File: src/hdl/apcc_pkg.sv
// Package for the alarm / pomodoro clock controller.
// Holds register indexes, chirp codes, divider constants and the display word type.
// No dependencies.
`default_nettype none
package apcc_pkg;

  localparam int DEF_MAX_PHASE_MINUTES = 99;
  localparam int DEF_TIMESTAMP_WIDTH   = 32;

  localparam int CFG_W     = 16;
  localparam int CFG_IDX_W = 2;
  localparam logic [CFG_IDX_W-1:0] CFG_LONG_PRESS = 2'd0;
  localparam logic [CFG_IDX_W-1:0] CFG_DEBOUNCE   = 2'd1;
  localparam logic [CFG_IDX_W-1:0] CFG_BLINK      = 2'd2;

  localparam logic [CFG_W-1:0] LONG_PRESS_RST = 16'd1000;
  localparam logic [CFG_W-1:0] DEBOUNCE_RST   = 16'd200;
  localparam logic [CFG_W-1:0] BLINK_RST      = 16'd500;

  localparam int CHIRP_W = 3;
  localparam logic [CHIRP_W-1:0] CHIRP_NONE   = 3'd0;
  localparam logic [CHIRP_W-1:0] CHIRP_100    = 3'd1;
  localparam logic [CHIRP_W-1:0] CHIRP_200    = 3'd2;
  localparam logic [CHIRP_W-1:0] CHIRP_2X150  = 3'd3;
  localparam logic [CHIRP_W-1:0] CHIRP_2X100  = 3'd4;
  localparam logic [CHIRP_W-1:0] CHIRP_3X150  = 3'd5;

  localparam int HOUR_W    = 5;
  localparam int MINUTE_W  = 6;
  localparam int PHASE_M_W = 7;
  localparam int PHASE_L_W = 23;
  localparam int VALUE_W   = 14;
  localparam int HI_W      = 8;
  localparam int SECS_W    = 14;

  localparam logic [HOUR_W-1:0]   HOURS_PER_DAY   = 5'd24;
  localparam logic [MINUTE_W-1:0] MINUTES_PER_HR  = 6'd60;
  localparam logic [MINUTE_W-1:0] MINUTE_NONE     = 6'd63;
  localparam logic [15:0]         MS_PER_MINUTE   = 16'd60000;

  // floor(x/1000) = (x * REC_1000) >> SH_1000 for x < 2^23
  localparam logic [23:0] REC_1000 = 24'd8589935;
  localparam int          SH_1000  = 33;
  // floor(x/60) = (x * REC_60) >> SH_60 for x < 2^14
  localparam logic [14:0] REC_60   = 15'd17477;
  localparam int          SH_60    = 20;

  typedef struct packed {
    logic [HI_W-1:0]      hi;
    logic [MINUTE_W-1:0]  lo;
    logic [PHASE_L_W-1:0] num;
    logic                 use_div;
    logic                 colon;
    logic                 blank;
    logic                 buzzer;
    logic [CHIRP_W-1:0]   chirp;
  } disp_t;

endpackage
`default_nettype wire

File: src/hdl/alarm_pomodoro_clock_controller.sv
// Top level of the alarm / pomodoro clock controller: tick handling and display pipeline.
// Depends on apcc_pkg.
//
// One tick word is accepted per clock cycle when the output side does not stall. The
// rate is set by the controller state update, done combinationally between the input
// register and the first display stage; the later stages turn the remaining pomodoro
// time into minutes and seconds by reciprocal multiplies and form the four digit value.
// Each stage holds its word while the next one is full and cannot move on, so a stall
// on the output side holds every full stage behind it.
`default_nettype none
module alarm_pomodoro_clock_controller
  import apcc_pkg::*;
#(
  parameter int MAX_PHASE_MINUTES = DEF_MAX_PHASE_MINUTES,
  parameter int TIMESTAMP_WIDTH   = DEF_TIMESTAMP_WIDTH
) (
  input  wire logic                       clk,
  input  wire logic                       rst_n,
  input  wire logic                       cfg_wr_en,
  input  wire logic [CFG_IDX_W-1:0]       cfg_index,
  input  wire logic [CFG_W-1:0]           cfg_data,
  input  wire logic                       in_valid,
  output logic                            in_ready,
  input  wire logic [TIMESTAMP_WIDTH-1:0] in_now_ms,
  input  wire logic [HOUR_W-1:0]          in_rtc_hour,
  input  wire logic [MINUTE_W-1:0]        in_rtc_minute,
  input  wire logic                       in_hour_button,
  input  wire logic                       in_minute_button,
  input  wire logic                       in_mode_button,
  input  wire logic                       in_pomo_button,
  input  wire logic                       in_reset_button,
  output logic                            out_valid,
  input  wire logic                       out_ready,
  output logic [VALUE_W-1:0]              out_display_value,
  output logic                            out_colon_on,
  output logic                            out_display_blank,
  output logic                            out_buzzer_on,
  output logic [CHIRP_W-1:0]              out_chirp_code
);

  localparam int TW = TIMESTAMP_WIDTH;
  localparam int CW = (TW > PHASE_L_W) ? TW : PHASE_L_W;
  localparam logic [PHASE_M_W:0] MAX_M = (PHASE_M_W+1)'(MAX_PHASE_MINUTES);

  // configuration
  logic [CFG_W-1:0] long_press_r, debounce_r, blink_r;

  always_ff @(posedge clk) begin
    if (!rst_n) begin
      long_press_r <= LONG_PRESS_RST;
      debounce_r   <= DEBOUNCE_RST;
      blink_r      <= BLINK_RST;
    end else if (cfg_wr_en) begin
      case (cfg_index)
        CFG_LONG_PRESS: long_press_r <= cfg_data;
        CFG_DEBOUNCE:   debounce_r   <= cfg_data;
        CFG_BLINK:      blink_r      <= cfg_data;
        default: ;
      endcase
    end
  end

  // pipeline handshake
  logic v0_r, v1_r, v2_r, v3_r, v4_r, vo_r;
  logic mv0, mv1, mv2, mv3, mv4;
  logic free0, free1, free2, free3, free4, free5;

  assign free5 = !vo_r || out_ready;
  assign mv4   = v4_r && free5;
  assign free4 = !v4_r || mv4;
  assign mv3   = v3_r && free4;
  assign free3 = !v3_r || mv3;
  assign mv2   = v2_r && free3;
  assign free2 = !v2_r || mv2;
  assign mv1   = v1_r && free2;
  assign free1 = !v1_r || mv1;
  assign mv0   = v0_r && free1;
  assign free0 = !v0_r || mv0;
  assign in_ready = free0;

  always_ff @(posedge clk) begin
    if (!rst_n) begin
      v0_r <= 1'b0; v1_r <= 1'b0; v2_r <= 1'b0;
      v3_r <= 1'b0; v4_r <= 1'b0; vo_r <= 1'b0;
    end else begin
      if (free0) v0_r <= in_valid;
      if (free1) v1_r <= mv0;
      if (free2) v2_r <= mv1;
      if (free3) v3_r <= mv2;
      if (free4) v4_r <= mv3;
      if (free5) vo_r <= mv4;
    end
  end

  // input register
  logic [TW-1:0]       s0_now_r;
  logic [HOUR_W-1:0]   s0_hour_r;
  logic [MINUTE_W-1:0] s0_minute_r;
  logic s0_bh_r, s0_bm_r, s0_bmode_r, s0_bpomo_r, s0_brst_r;

  always_ff @(posedge clk) begin
    if (in_valid && free0) begin
      s0_now_r    <= in_now_ms;
      s0_hour_r   <= in_rtc_hour;
      s0_minute_r <= in_rtc_minute;
      s0_bh_r     <= in_hour_button;
      s0_bm_r     <= in_minute_button;
      s0_bmode_r  <= in_mode_button;
      s0_bpomo_r  <= in_pomo_button;
      s0_brst_r   <= in_reset_button;
    end
  end

  // controller state
  logic [HOUR_W-1:0]    alarm_hour_r, alarm_hour_nxt;
  logic [MINUTE_W-1:0]  alarm_minute_r, alarm_minute_nxt;
  logic [MINUTE_W-1:0]  last_seen_minute_r, last_seen_minute_nxt;
  logic alarm_enabled_r, alarm_enabled_nxt, alarm_set_mode_r, alarm_set_mode_nxt;
  logic alarm_ringing_r, alarm_ringing_nxt, rang_r, rang_nxt;
  logic pomo_mode_r, pomo_mode_nxt, pomo_running_r, pomo_running_nxt;
  logic work_phase_r, work_phase_nxt, pomo_ringing_r, pomo_ringing_nxt;
  logic [PHASE_M_W-1:0] work_min_r, work_min_nxt, break_min_r, break_min_nxt;
  logic [TW-1:0]        phase_start_r, phase_start_nxt;
  logic [PHASE_L_W-1:0] phase_len_r, phase_len_nxt;
  logic [TW-1:0]        mode_press_r, mode_press_nxt, pomo_press_r, pomo_press_nxt;
  logic mode_held_r, mode_held_nxt, pomo_held_r, pomo_held_nxt;
  logic [TW-1:0]        hour_step_r, hour_step_nxt, min_step_r, min_step_nxt;
  logic [TW-1:0]        blink_tog_r, blink_tog_nxt;
  logic blink_vis_r, blink_vis_nxt;

  logic [TW-1:0]        mode_since, pomo_since, hstep_since, mstep_since, blink_since;
  logic [TW-1:0]        phase_el;
  logic [CW-1:0]        el_ext, len_ext, rem_ext;
  logic [PHASE_M_W-1:0] start_min;
  logic [PHASE_M_W:0]   work_inc, break_inc;
  disp_t                s1_nxt;

  assign mode_since  = s0_now_r - mode_press_r;
  assign pomo_since  = s0_now_r - pomo_press_r;
  assign hstep_since = s0_now_r - hour_step_r;
  assign mstep_since = s0_now_r - min_step_r;
  assign blink_since = s0_now_r - blink_tog_r;

  always_comb begin
    alarm_hour_nxt       = alarm_hour_r;
    alarm_minute_nxt     = alarm_minute_r;
    last_seen_minute_nxt = last_seen_minute_r;
    alarm_enabled_nxt    = alarm_enabled_r;
    alarm_set_mode_nxt   = alarm_set_mode_r;
    alarm_ringing_nxt    = alarm_ringing_r;
    rang_nxt             = rang_r;
    pomo_mode_nxt        = pomo_mode_r;
    pomo_running_nxt     = pomo_running_r;
    work_phase_nxt       = work_phase_r;
    pomo_ringing_nxt     = pomo_ringing_r;
    work_min_nxt         = work_min_r;
    break_min_nxt        = break_min_r;
    phase_start_nxt      = phase_start_r;
    phase_len_nxt        = phase_len_r;
    mode_press_nxt       = mode_press_r;
    pomo_press_nxt       = pomo_press_r;
    mode_held_nxt        = mode_held_r;
    pomo_held_nxt        = pomo_held_r;
    hour_step_nxt        = hour_step_r;
    min_step_nxt         = min_step_r;
    blink_tog_nxt        = blink_tog_r;
    blink_vis_nxt        = blink_vis_r;
    s1_nxt               = '0;
    start_min            = '0;
    work_inc             = '0;
    break_inc            = '0;
    phase_el             = '0;
    el_ext               = '0;
    len_ext              = '0;
    rem_ext              = '0;

    if (s0_brst_r) begin
      alarm_enabled_nxt  = 1'b0;
      alarm_ringing_nxt  = 1'b0;
      alarm_set_mode_nxt = 1'b0;
      pomo_running_nxt   = 1'b0;
      pomo_ringing_nxt   = 1'b0;
      pomo_mode_nxt      = 1'b0;
      work_min_nxt       = PHASE_M_W'(1);
      break_min_nxt      = PHASE_M_W'(1);
      work_phase_nxt     = 1'b1;
      s1_nxt.chirp       = CHIRP_200;
    end

    // mode button, acts on release
    if (s0_bmode_r && !mode_held_r) begin
      mode_held_nxt  = 1'b1;
      mode_press_nxt = s0_now_r;
    end else if (!s0_bmode_r && mode_held_r) begin
      if (mode_since > TW'(long_press_r)) begin
        alarm_set_mode_nxt = !alarm_set_mode_nxt;
        pomo_mode_nxt      = 1'b0;
        s1_nxt.chirp       = CHIRP_100;
      end else if (alarm_ringing_nxt) begin
        alarm_ringing_nxt = 1'b0;
        alarm_enabled_nxt = 1'b0;
      end else if (alarm_set_mode_nxt) begin
        alarm_enabled_nxt  = 1'b1;
        alarm_set_mode_nxt = 1'b0;
        s1_nxt.chirp       = CHIRP_2X150;
      end else begin
        alarm_enabled_nxt = !alarm_enabled_nxt;
        s1_nxt.chirp      = alarm_enabled_nxt ? CHIRP_200 : CHIRP_100;
      end
      mode_held_nxt = 1'b0;
    end

    // pomodoro button, acts on release
    if (s0_bpomo_r && !pomo_held_r) begin
      pomo_held_nxt  = 1'b1;
      pomo_press_nxt = s0_now_r;
    end else if (!s0_bpomo_r && pomo_held_r) begin
      if (pomo_since > TW'(long_press_r)) begin
        pomo_mode_nxt      = !pomo_mode_nxt;
        alarm_set_mode_nxt = 1'b0;
        s1_nxt.chirp       = CHIRP_100;
      end else if (pomo_ringing_nxt) begin
        pomo_ringing_nxt = 1'b0;
      end else if (pomo_mode_nxt && !pomo_running_nxt) begin
        pomo_running_nxt = 1'b1;
        phase_start_nxt  = s0_now_r;
        start_min        = work_phase_nxt ? work_min_nxt : break_min_nxt;
        phase_len_nxt    = PHASE_L_W'(start_min) * PHASE_L_W'(MS_PER_MINUTE);
        s1_nxt.chirp     = CHIRP_2X100;
      end else if (pomo_running_nxt) begin
        pomo_running_nxt = 1'b0;
        s1_nxt.chirp     = CHIRP_100;
      end
      pomo_held_nxt = 1'b0;
    end

    // adjust buttons
    if (alarm_set_mode_nxt) begin
      if (s0_bh_r && hstep_since > TW'(debounce_r)) begin
        alarm_hour_nxt = (alarm_hour_r == HOURS_PER_DAY - HOUR_W'(1)) ? '0 :
                         alarm_hour_r + HOUR_W'(1);
        hour_step_nxt  = s0_now_r;
      end
      if (s0_bm_r && mstep_since > TW'(debounce_r)) begin
        alarm_minute_nxt = (alarm_minute_r == MINUTES_PER_HR - MINUTE_W'(1)) ? '0 :
                           alarm_minute_r + MINUTE_W'(1);
        min_step_nxt     = s0_now_r;
      end
    end else if (pomo_mode_nxt && !pomo_running_nxt) begin
      if (s0_bh_r && hstep_since > TW'(debounce_r)) begin
        work_inc      = {1'b0, work_min_nxt} + (PHASE_M_W+1)'(1);
        work_min_nxt  = (work_inc > MAX_M) ? '0 : work_inc[PHASE_M_W-1:0];
        hour_step_nxt = s0_now_r;
      end
      if (s0_bm_r && mstep_since > TW'(debounce_r)) begin
        break_inc     = {1'b0, break_min_nxt} + (PHASE_M_W+1)'(1);
        break_min_nxt = (break_inc > MAX_M) ? '0 : break_inc[PHASE_M_W-1:0];
        min_step_nxt  = s0_now_r;
      end
    end

    // display
    phase_el = s0_now_r - phase_start_nxt;
    el_ext   = CW'(phase_el);
    len_ext  = CW'(phase_len_nxt);
    rem_ext  = len_ext - el_ext;
    if (alarm_set_mode_nxt) begin
      if (blink_since > TW'(blink_r)) begin
        blink_vis_nxt = !blink_vis_r;
        blink_tog_nxt = s0_now_r;
      end
      if (blink_vis_nxt) begin
        s1_nxt.hi    = HI_W'(alarm_hour_nxt);
        s1_nxt.lo    = alarm_minute_nxt;
        s1_nxt.colon = 1'b1;
      end else begin
        s1_nxt.blank = 1'b1;
      end
    end else if (pomo_mode_nxt) begin
      if (pomo_running_nxt) begin
        s1_nxt.colon = 1'b1;
        if (el_ext < len_ext) begin
          s1_nxt.use_div = 1'b1;
          s1_nxt.num     = rem_ext[PHASE_L_W-1:0];
        end
      end else begin
        s1_nxt.hi = HI_W'(work_min_nxt);
      end
    end else begin
      s1_nxt.hi    = HI_W'(s0_hour_r);
      s1_nxt.lo    = s0_minute_r;
      s1_nxt.colon = 1'b1;
    end

    // alarm match
    if (s0_minute_r != last_seen_minute_r) begin
      last_seen_minute_nxt = s0_minute_r;
      rang_nxt             = 1'b0;
    end
    if (alarm_enabled_nxt && s0_hour_r == alarm_hour_nxt &&
        s0_minute_r == alarm_minute_nxt && !rang_nxt) begin
      rang_nxt          = 1'b1;
      alarm_ringing_nxt = 1'b1;
    end

    // phase completion
    if (pomo_running_nxt && el_ext >= len_ext) begin
      pomo_running_nxt = 1'b0;
      pomo_ringing_nxt = 1'b1;
      work_phase_nxt   = !work_phase_nxt;
      s1_nxt.chirp     = CHIRP_3X150;
    end

    s1_nxt.buzzer = alarm_ringing_nxt || pomo_ringing_nxt;
  end

  always_ff @(posedge clk) begin
    if (!rst_n) begin
      alarm_hour_r       <= '0;
      alarm_minute_r     <= '0;
      last_seen_minute_r <= MINUTE_NONE;
      alarm_enabled_r    <= 1'b0;
      alarm_set_mode_r   <= 1'b0;
      alarm_ringing_r    <= 1'b0;
      rang_r             <= 1'b0;
      pomo_mode_r        <= 1'b0;
      pomo_running_r     <= 1'b0;
      work_phase_r       <= 1'b1;
      pomo_ringing_r     <= 1'b0;
      work_min_r         <= PHASE_M_W'(1);
      break_min_r        <= PHASE_M_W'(1);
      phase_start_r      <= '0;
      phase_len_r        <= '0;
      mode_press_r       <= '0;
      pomo_press_r       <= '0;
      mode_held_r        <= 1'b0;
      pomo_held_r        <= 1'b0;
      hour_step_r        <= '0;
      min_step_r         <= '0;
      blink_tog_r        <= '0;
      blink_vis_r        <= 1'b1;
    end else if (mv0) begin
      alarm_hour_r       <= alarm_hour_nxt;
      alarm_minute_r     <= alarm_minute_nxt;
      last_seen_minute_r <= last_seen_minute_nxt;
      alarm_enabled_r    <= alarm_enabled_nxt;
      alarm_set_mode_r   <= alarm_set_mode_nxt;
      alarm_ringing_r    <= alarm_ringing_nxt;
      rang_r             <= rang_nxt;
      pomo_mode_r        <= pomo_mode_nxt;
      pomo_running_r     <= pomo_running_nxt;
      work_phase_r       <= work_phase_nxt;
      pomo_ringing_r     <= pomo_ringing_nxt;
      work_min_r         <= work_min_nxt;
      break_min_r        <= break_min_nxt;
      phase_start_r      <= phase_start_nxt;
      phase_len_r        <= phase_len_nxt;
      mode_press_r       <= mode_press_nxt;
      pomo_press_r       <= pomo_press_nxt;
      mode_held_r        <= mode_held_nxt;
      pomo_held_r        <= pomo_held_nxt;
      hour_step_r        <= hour_step_nxt;
      min_step_r         <= min_step_nxt;
      blink_tog_r        <= blink_tog_nxt;
      blink_vis_r        <= blink_vis_nxt;
    end
  end

  // display pipeline
  disp_t s1_r, s2_r, s3_r, s4_r;
  disp_t s2_nxt, s3_nxt, s4_nxt;
  logic [PHASE_L_W+24-1:0] prod_ms;
  logic [SECS_W+15-1:0]    prod_s;
  logic [SECS_W-1:0]       sec_rem;
  logic [VALUE_W-1:0]      value_nxt;

  assign prod_ms = (PHASE_L_W+24)'(s1_r.num) * (PHASE_L_W+24)'(REC_1000);
  assign prod_s  = (SECS_W+15)'(s2_r.num[SECS_W-1:0]) * (SECS_W+15)'(REC_60);
  assign sec_rem = s3_r.num[SECS_W-1:0] - SECS_W'(s3_r.hi) * SECS_W'(MINUTES_PER_HR);
  assign value_nxt = VALUE_W'(s4_r.hi) * VALUE_W'(100) + VALUE_W'(s4_r.lo);

  always_comb begin
    s2_nxt = s1_r;
    if (s1_r.use_div) s2_nxt.num = PHASE_L_W'(prod_ms[SH_1000 +: SECS_W]);
    s3_nxt = s2_r;
    if (s2_r.use_div) s3_nxt.hi = prod_s[SH_60 +: HI_W];
    s4_nxt = s3_r;
    if (s3_r.use_div) s4_nxt.lo = sec_rem[MINUTE_W-1:0];
  end

  always_ff @(posedge clk) begin
    if (free1) s1_r <= s1_nxt;
    if (free2) s2_r <= s2_nxt;
    if (free3) s3_r <= s3_nxt;
    if (free4) s4_r <= s4_nxt;
    if (free5) begin
      out_display_value <= value_nxt;
      out_colon_on      <= s4_r.colon;
      out_display_blank <= s4_r.blank;
      out_buzzer_on     <= s4_r.buzzer;
      out_chirp_code    <= s4_r.chirp;
    end
  end

  assign out_valid = vo_r;

  // checks
  a_modes_exclusive: assert property (@(posedge clk) disable iff (!rst_n)
    !(alarm_set_mode_r && pomo_mode_r))
    else $error("alarm set mode and pomodoro mode both active");

  a_run_ring_exclusive: assert property (@(posedge clk) disable iff (!rst_n)
    !(pomo_running_r && pomo_ringing_r))
    else $error("pomodoro running while ringing");

  a_alarm_time_range: assert property (@(posedge clk) disable iff (!rst_n)
    alarm_hour_r < HOURS_PER_DAY && alarm_minute_r < MINUTES_PER_HR)
    else $error("alarm time out of range");

  a_blank_clears: assert property (@(posedge clk) disable iff (!rst_n)
    vo_r && out_display_blank |-> out_display_value == '0 && !out_colon_on)
    else $error("blank word shows digits");

  a_chirp_code: assert property (@(posedge clk) disable iff (!rst_n)
    vo_r |-> out_chirp_code <= CHIRP_3X150)
    else $error("chirp code out of range");

  a_stage_advance: assert property (@(posedge clk) disable iff (!rst_n)
    v4_r && !vo_r |=> vo_r)
    else $error("last stage failed to load output register");

endmodule
`default_nettype wire
File: config.mk
export PLATFORM = sky130hd
export DESIGN_NAME = alarm_pomodoro_clock_controller
export DESIGN_NICKNAME = d
export VERILOG_FILES = /design/src/hdl/apcc_pkg.sv /design/src/hdl/alarm_pomodoro_clock_controller.sv
export SDC_FILE = /design/constraint.sdc
export NUM_CORES = 2
export LEC_CHECK = 0
export ABC_AREA = 0
export BUFFER_PORTS_ARGS = -buffer_cell sky130_fd_sc_hd__buf_4
export CORE_MARGIN = 2
export CORE_UTILIZATION = 59
export DETAILED_ROUTE_END_ITERATION = 6
export GPL_TIMING_DRIVEN = 1
export PLACE_DENSITY = 0.79
export SLEW_MARGIN = 20
export SYNTH_ARGS = -nofsm -noshare
export SYNTH_HDL_FRONTEND = slang
export SYNTH_SLANG_ARGS = --single-unit
File: constraint.sdc
create_clock -name clk -period 10 [get_ports clk]
set_clock_uncertainty 0.05 [all_clocks]
set_input_delay 3 -clock clk [delete_from_list [all_inputs] [get_ports clk]]
set_output_delay 3 -clock clk [all_outputs]
set_load 0.03 [all_outputs]
### After elaboration in Yosys (flattened, before gate mapping)

Cells that the tools add are included.

* bitwise gates (word level): 3
* eq/ne operators: 7
* multiplexer cells: 108
* $mul: 5
* order comparisons: 9
* divide/modulo/power cells: 0
* shift operators: 0
* $add $sub $neg: 13
* reductions and logical operators: 60

Operators with widths (number)
* 2-to-1 mux 32 bit: 11
* subtractor 32 bit: 6
* > comparator 32 x 16 -> 1 bit: 5
* 2-to-1 mux 23 bit: 5
* 2-to-1 mux 7 bit: 13
* 2-to-1 mux 1 bit: 54
* multiplier 23 x 24 -> 47 bit, second input constant: 1
* >= comparator 32 x 23 -> 1 bit: 1
* less-than comparator 32 x 23 -> 1 bit: 1
* 2-to-1 mux 3 bit: 10
* 2-to-1 mux 6 bit: 5
* multiplier 14 x 15 -> 28 bit, second input constant: 1
* 2-to-1 mux 14 bit: 2
* subtractor 23 bit: 1
* AND reduction 2 bit: 10
* logical AND 1 bit: 18
* logical NOT 1 bit: 18
* multiplier 7 x 11 -> 18 bit, second input constant: 1
* adder 7 x 1 -> 8 bit, second input constant: 2
* > comparator 8 x 7 -> 1 bit, second input constant: 2
* 2-to-1 mux 5 bit: 3
* adder 14 x 6 -> 14 bit: 1
* multiplier 8 x 5 -> 12 bit, second input constant: 1
* 2-to-1 mux 11 bit: 1
* 20 further kinds: 32

* output and inout port bits: 22
* latch bits: 0
* input bits: 71
* memory bits (read-only): 0
* bits in writable memories: 0
* register bits: 505
* memories: 0

### Depth between registers and ports, before layout

* depth after elaboration: 18
* mapped depth: 53

### Worst setup path after synthesis

No wires, ideal clock.

* path kind: register to register
* start point: register s0_now_r[0]
* end point: register s1_r[29] in the netlist's numbering (data pin)
* arrival time: 10389 ps
* required time: 9684 ps
* setup time: 266 ps
* cell stages (with the launch flop): 53
* path slack: -705 ps
* clock period less this slack: 10705 ps
* path through: edfxtp_1 -> inv_1 -> ha_1 -> inv_1 -> fa_1 -> a211oi_2 -> o211ai_1 -> a31o_2 -> a21o_1 -> a21oi_1 -> xnor2_1 -> ha_1 -> nand4_1 -> nor2_1 -> a221o_1 -> o31a_1 -> or3_1 -> a2111oi_2 -> (+17 left out) -> o21bai_1 -> xor2_1 -> inv_1 -> ha_1 -> a21o_1 -> a21o_1 -> a221o_1 -> a21o_1 -> a21o_1 -> a21o_1 -> a21o_1 -> a21o_1 -> a21o_1 -> a211oi_1 -> o21bai_1 -> a21oi_1 -> xor2_1 -> nor2_1

* word-level cells in the longest chain between the ends: 15
* elaborated cells between the ends (all ways): 40

Ends and longest elaborated chain
* start: declaration: line alarm_pomodoro_clock_controller.sv:96 `logic [TW-1:0] s0_now_r;`
* start signal: assignment: line alarm_pomodoro_clock_controller.sv:103 `s0_now_r <= in_now_ms;`
* subtractor 32 bit: line alarm_pomodoro_clock_controller.sv:138 `assign mode_since = s0_now_r - mode_press_r;`
* > comparator 32 x 16 -> 1 bit: line alarm_pomodoro_clock_controller.sv:195 `if (mode_since > TW'(long_press_r)) begin`
* 2-to-1 mux 1 bit: line alarm_pomodoro_clock_controller.sv:195
* 2-to-1 mux 1 bit: line alarm_pomodoro_clock_controller.sv:194 `end else if (!s0_bmode_r && mode_held_r) begin`
* 2-to-1 mux 1 bit: line alarm_pomodoro_clock_controller.sv:191 `if (s0_bmode_r && !mode_held_r) begin`
* logical AND 1 bit: line alarm_pomodoro_clock_controller.sv:224 `end else if (pomo_mode_nxt && !pomo_running_nxt) begin`
* 2-to-1 mux 32 bit: line alarm_pomodoro_clock_controller.sv:224
* 2-to-1 mux 32 bit: line alarm_pomodoro_clock_controller.sv:222 `end else if (pomo_ringing_nxt) begin`
* 2-to-1 mux 32 bit: line alarm_pomodoro_clock_controller.sv:218 `if (pomo_since > TW'(long_press_r)) begin`
* 2-to-1 mux 32 bit: line alarm_pomodoro_clock_controller.sv:217 `end else if (!s0_bpomo_r && pomo_held_r) begin`
* 2-to-1 mux 32 bit: line alarm_pomodoro_clock_controller.sv:214 `if (s0_bpomo_r && !pomo_held_r) begin`
* subtractor 32 bit: line alarm_pomodoro_clock_controller.sv:263 `phase_el = s0_now_r - phase_start_nxt;`
* less-than comparator 32 x 23 -> 1 bit: line alarm_pomodoro_clock_controller.sv:282 `if (el_ext < len_ext) begin`
* inverter 1 bit (no line)
* OR reduction 4 bit (no line)
* end signal: assignment: line alarm_pomodoro_clock_controller.sv:392 `if (free1) s1_r <= s1_nxt;`
* end: declaration: line alarm_pomodoro_clock_controller.sv:370 `disp_t s1_r, s2_r, s3_r, s4_r;`

Several ways; a longest one is shown, not always the timed one.
A chain may end at the register's enable or synchronous reset.

### Worst setup path in the final report

Ends and elaborated chain as after synthesis.

==> results.json <==
{
  "clk-insertion-delay-late_ps": 630,
  "predominant_post_synthesis_flop_cell": "dfxtp_1",
  "gr-usage-all-layers": 0.2947,
  "finish.net_count": 6388,
  "netlist.top_cell.by_area": "ha_1",
  "tritoncts": "yes",
  "worst_hold_path_type": "flip-flop to flip-flop",
  "cts_num_sinks": 503,
  "clock-root-buffer": "clkbuf_16",
  "setup-tns-final_ps": -39.12,
  "synth_nets": 6264,
  "critPathRequiredTime_ps": 10320,
  "post_synth.cell_area_avg_um2": 8.772,
  "post_synth_num_cell_types": 105,
  "count_of_filler_cells_inserted_in_the_layout": 6176,
  "grt.met2_usage": 0.5292,
  "postSynth.asyncResetShare": 0,
  "worstPathMaxFanout": 4,
  "min_period_over_period": 1.004,
  "critical_path.startpoint_type": "flip-flop",
  "yosys-top-cells-area": "ha_1, dfxtp_1, edfxtp_1, fa_1, inv_1",
  "netlist_top_cells_count": "ha_1, inv_1, nand2_1",
  "grt.busiest_layer": "met2",
  "grt_antenna_before_repair": 0,
  "grt-ovfl-total": 0,
  "multi_input_area_um2": 31590,
  "placement.io_buffers": 92,
  "p_total_uw": 6284,
  "yosys_register_bits": 503,
  "synth.cell_area_um2": 46190,
  "top_level_ports": 93,
  "report.final.slew_viol_count": 0,
  "synth_most_common_cell": "ha_1",
  "crit_slowest_cell": "or4_4",
  "die_width_um": 283.8,
  "detail_route.wl_per_cell_um": 18.84,
  "max_slew_margin": 0.2788,
  "largest_net_degree_at_the_start_of_global_routing": 207,
  "maxCapViolCount": 0,
  "grt_pass1_wl_um": 194000,
  "detail_route.wirelength_um": 122000,
  "violations": "setup timing",
  "postSynthCellCount": 5265,
  "synth.yosys.seq_area_share": 0.2596,
  "timing.critical_path.to_type": "flip-flop",
  "least_setup_slack_across_all_paths_after_layout_ps": -39.12,
  "die_area_um2": 80530,
  "hpwlAfterDp_um": 92360,
  "worst_slew_pin_slew_ps": 1082,
  "via_count_of_the_first_global_routing_pass": 37680,
  "met1_track_utilization_from_global_routing": 0.3619,
  "globalplace.congestion": 0.9262,
  "powerDensity_nw_per_um2": 122.5,
  "num_antenna_cells": 0,
  "cts_buffers": 55,
  "core-area_um2": 77470,
  "cpPeakStageDelay_ps": 550,
  "finalWorstPathRequiredPeriod_ps": 10040,
  "floorplan.initialDensity": 0.5962,
  "bufs_on_longest_clock_path": 3,
  "setup_viol": 1,
  "drt_iter0_drc": 2506,
  "post-synth-top-area-fraction": 0.1964,
  "remaining_drc_errors": 0,
  "crit_path_frequent_cell": "a21o_1",
  "placement_rows": 102,
  "drtAntennaViolNets": 0,
  "run_status": "finished, violations left",
  "unrepaired_setup_endpoints_after_global_routing": "true",
  "fp.dieH_um": 283.8,
  "cp_data_arrival_time_ps": 10360,
  "global_route.usage.met3": 0.03119,
  "p_leak_uw": 0.02406,
  "drt_pass1_iterations": 6,
  "via_count": 38350,
  "synth_enable_flop_cells": 192,
  "final_hold_viol_count": 0,
  "worstSetupPathType": "flip-flop to flip-flop",
  "max_freq_mhz": 99.61,
  "hold_slack_final_ps": 362.7,
  "clock_tree.htree_level_count": 2,
  "layout-drive-gt1-share": 0.09032,
  "ff_latch_area_um2": 11990,
  "warnings_synthesis": 0,
  "irDropWorstVdd_v": 0.0001224,
  "clk_pin_slew_ps": 60,
  "vias_per_cell": 5.922,
  "flow.area_growth_from_synthesis_pct": 11.11
}
==> sequential cells by signal (all words and copies together) (netlist names), 3 cells and up <==
signal,count
s2_r,34
out_chirp_code,3
s0_hour_r,5
last_seen_minute_r,6
work_min_r,7
blink_tog_r,32
s0_minute_r,6
alarm_minute_r,6
phase_start_r,32
min_step_r,32
s3_r,27
pomo_press_r,32
s4_r,20
s1_r,43
hour_step_r,32
blink_r,16
s0_now_r,32
alarm_hour_r,5
long_press_r,16
debounce_r,16
break_min_r,7
phase_len_r,23
out_display_value,14
mode_press_r,32
==> per-layer routing <==
layer | up-vias | wire length [um]
li1 | 18630 | -
met1 | 18360 | 50020
met2 | 1064 | 60750
met3 | 297 | 5905
met4 | 0 | 5307
met5 | - | 0
==> final timing paths <==
kind                                   from        to  slack [ps]  cells past startpoint
worst min register to register      s1_r[5]   s2_r[5]         360                      0
worst min-delay path                s1_r[5]   s2_r[5]         360                      0
worst max register to register  s0_now_r[0]  s1_r[29]         -40                     49
worst max-delay path            s0_now_r[0]  s1_r[29]         -40                     49
==> area by class of cell <==
| cell class | count | share of cell area |
|---|---|---|
| clock inverters | 33 | 0.008168 |
| flip-flops and latches | 503 | 0.2337 |
| multi-input cells | 3897 | 0.6157 |
| inverters | 705 | 0.05176 |
| clock buffers | 71 | 0.02960 |
| well taps | 1040 | 0.02536 |
| repair buffers | 227 | 0.03577 |
==> cell usage in the layout (no fill, tap or decap), types with 16 or more instances in the layout <==
cell,instances
dfxtp_1,311
o21ai_0,196
inv_1,699
nor4_1,22
a31oi_1,35
mux2_2,16
xor2_1,69
nand3_1,77
o21bai_1,21
buf_4,213
nor2b_1,55
ha_1,712
nand4_1,58
and3_1,45
or3_1,27
xnor2_1,129
a21boi_0,20
nand2b_1,59
clkbuf_16,59
edfxtp_1,192
mux2i_1,131
a21oi_1,389
o31ai_1,18
and2_1,33
fa_1,201
nand2_1,485
o21a_1,32
a21o_1,105
nor3_1,82
a211oi_1,72
o211ai_1,45
nand3b_1,16
nor2_1,362
==> through the flow <==
step	setup slack [ps]	instance area [um2]	cells	utilization
6_report	-39.12	51320	6476	0.6624
5_1_grt	-509.2	51320	6476	0.6624
4_1_cts	10.26	50340	6434	0.6498
3_5_place_dp	-307.5	48350	6329	0.6241
3_3_place_gp	87.71	48350	6329	0.6241
2_1_floorplan	-78.89	46320	5265	-
==> kinds of logic (layout without fill, tap and decap cells) <==
| kind of cell | count (synthesis) | count (layout) | share of synthesized area |
|---|---|---|---|
| and+or+nand+nor | 1441 | 1441 | 0.1485 |
| AOI/OAI and AO/OA | 1173 | 1173 | 0.1638 |
| adders and majority gates | 928 | 928 | 0.2844 |
| buffers and inverters | 865 | 1036 | 0.07155 |
| DFF | 503 | 503 | 0.2596 |
| xor gates and xnor gates | 201 | 201 | 0.03812 |
| muxes | 154 | 154 | 0.03392 |
==> report_power, final <==
group	switching (uW)	internal (uW)
Combinational	1080	741
Clock	888	1290
Sequential	60.7	2230
==> worst max-delay path: cells and delay by family (launching register included) <==
kind / cells / cell delay, ps
compound gates: 26 / 4980
simple gates: 10 / 1980
fa+ha+maj: 5 / 1340
buf+inv: 5 / 550
xor+xnor: 3 / 430
flops: 1 / 410
==> timing repair <==
action / 4_1_cts / 5_1_grt
gates resized for setup: 9 / 120
hold buffers: 0 / 0
cloned: 0 / 4
hold endpoints to repair: 0 / 0
pin swaps: 6 / 39
buffers inserted: 1 / 38
setup endpoints to repair: 30 / 31
(Power assumes the default switching activity.)
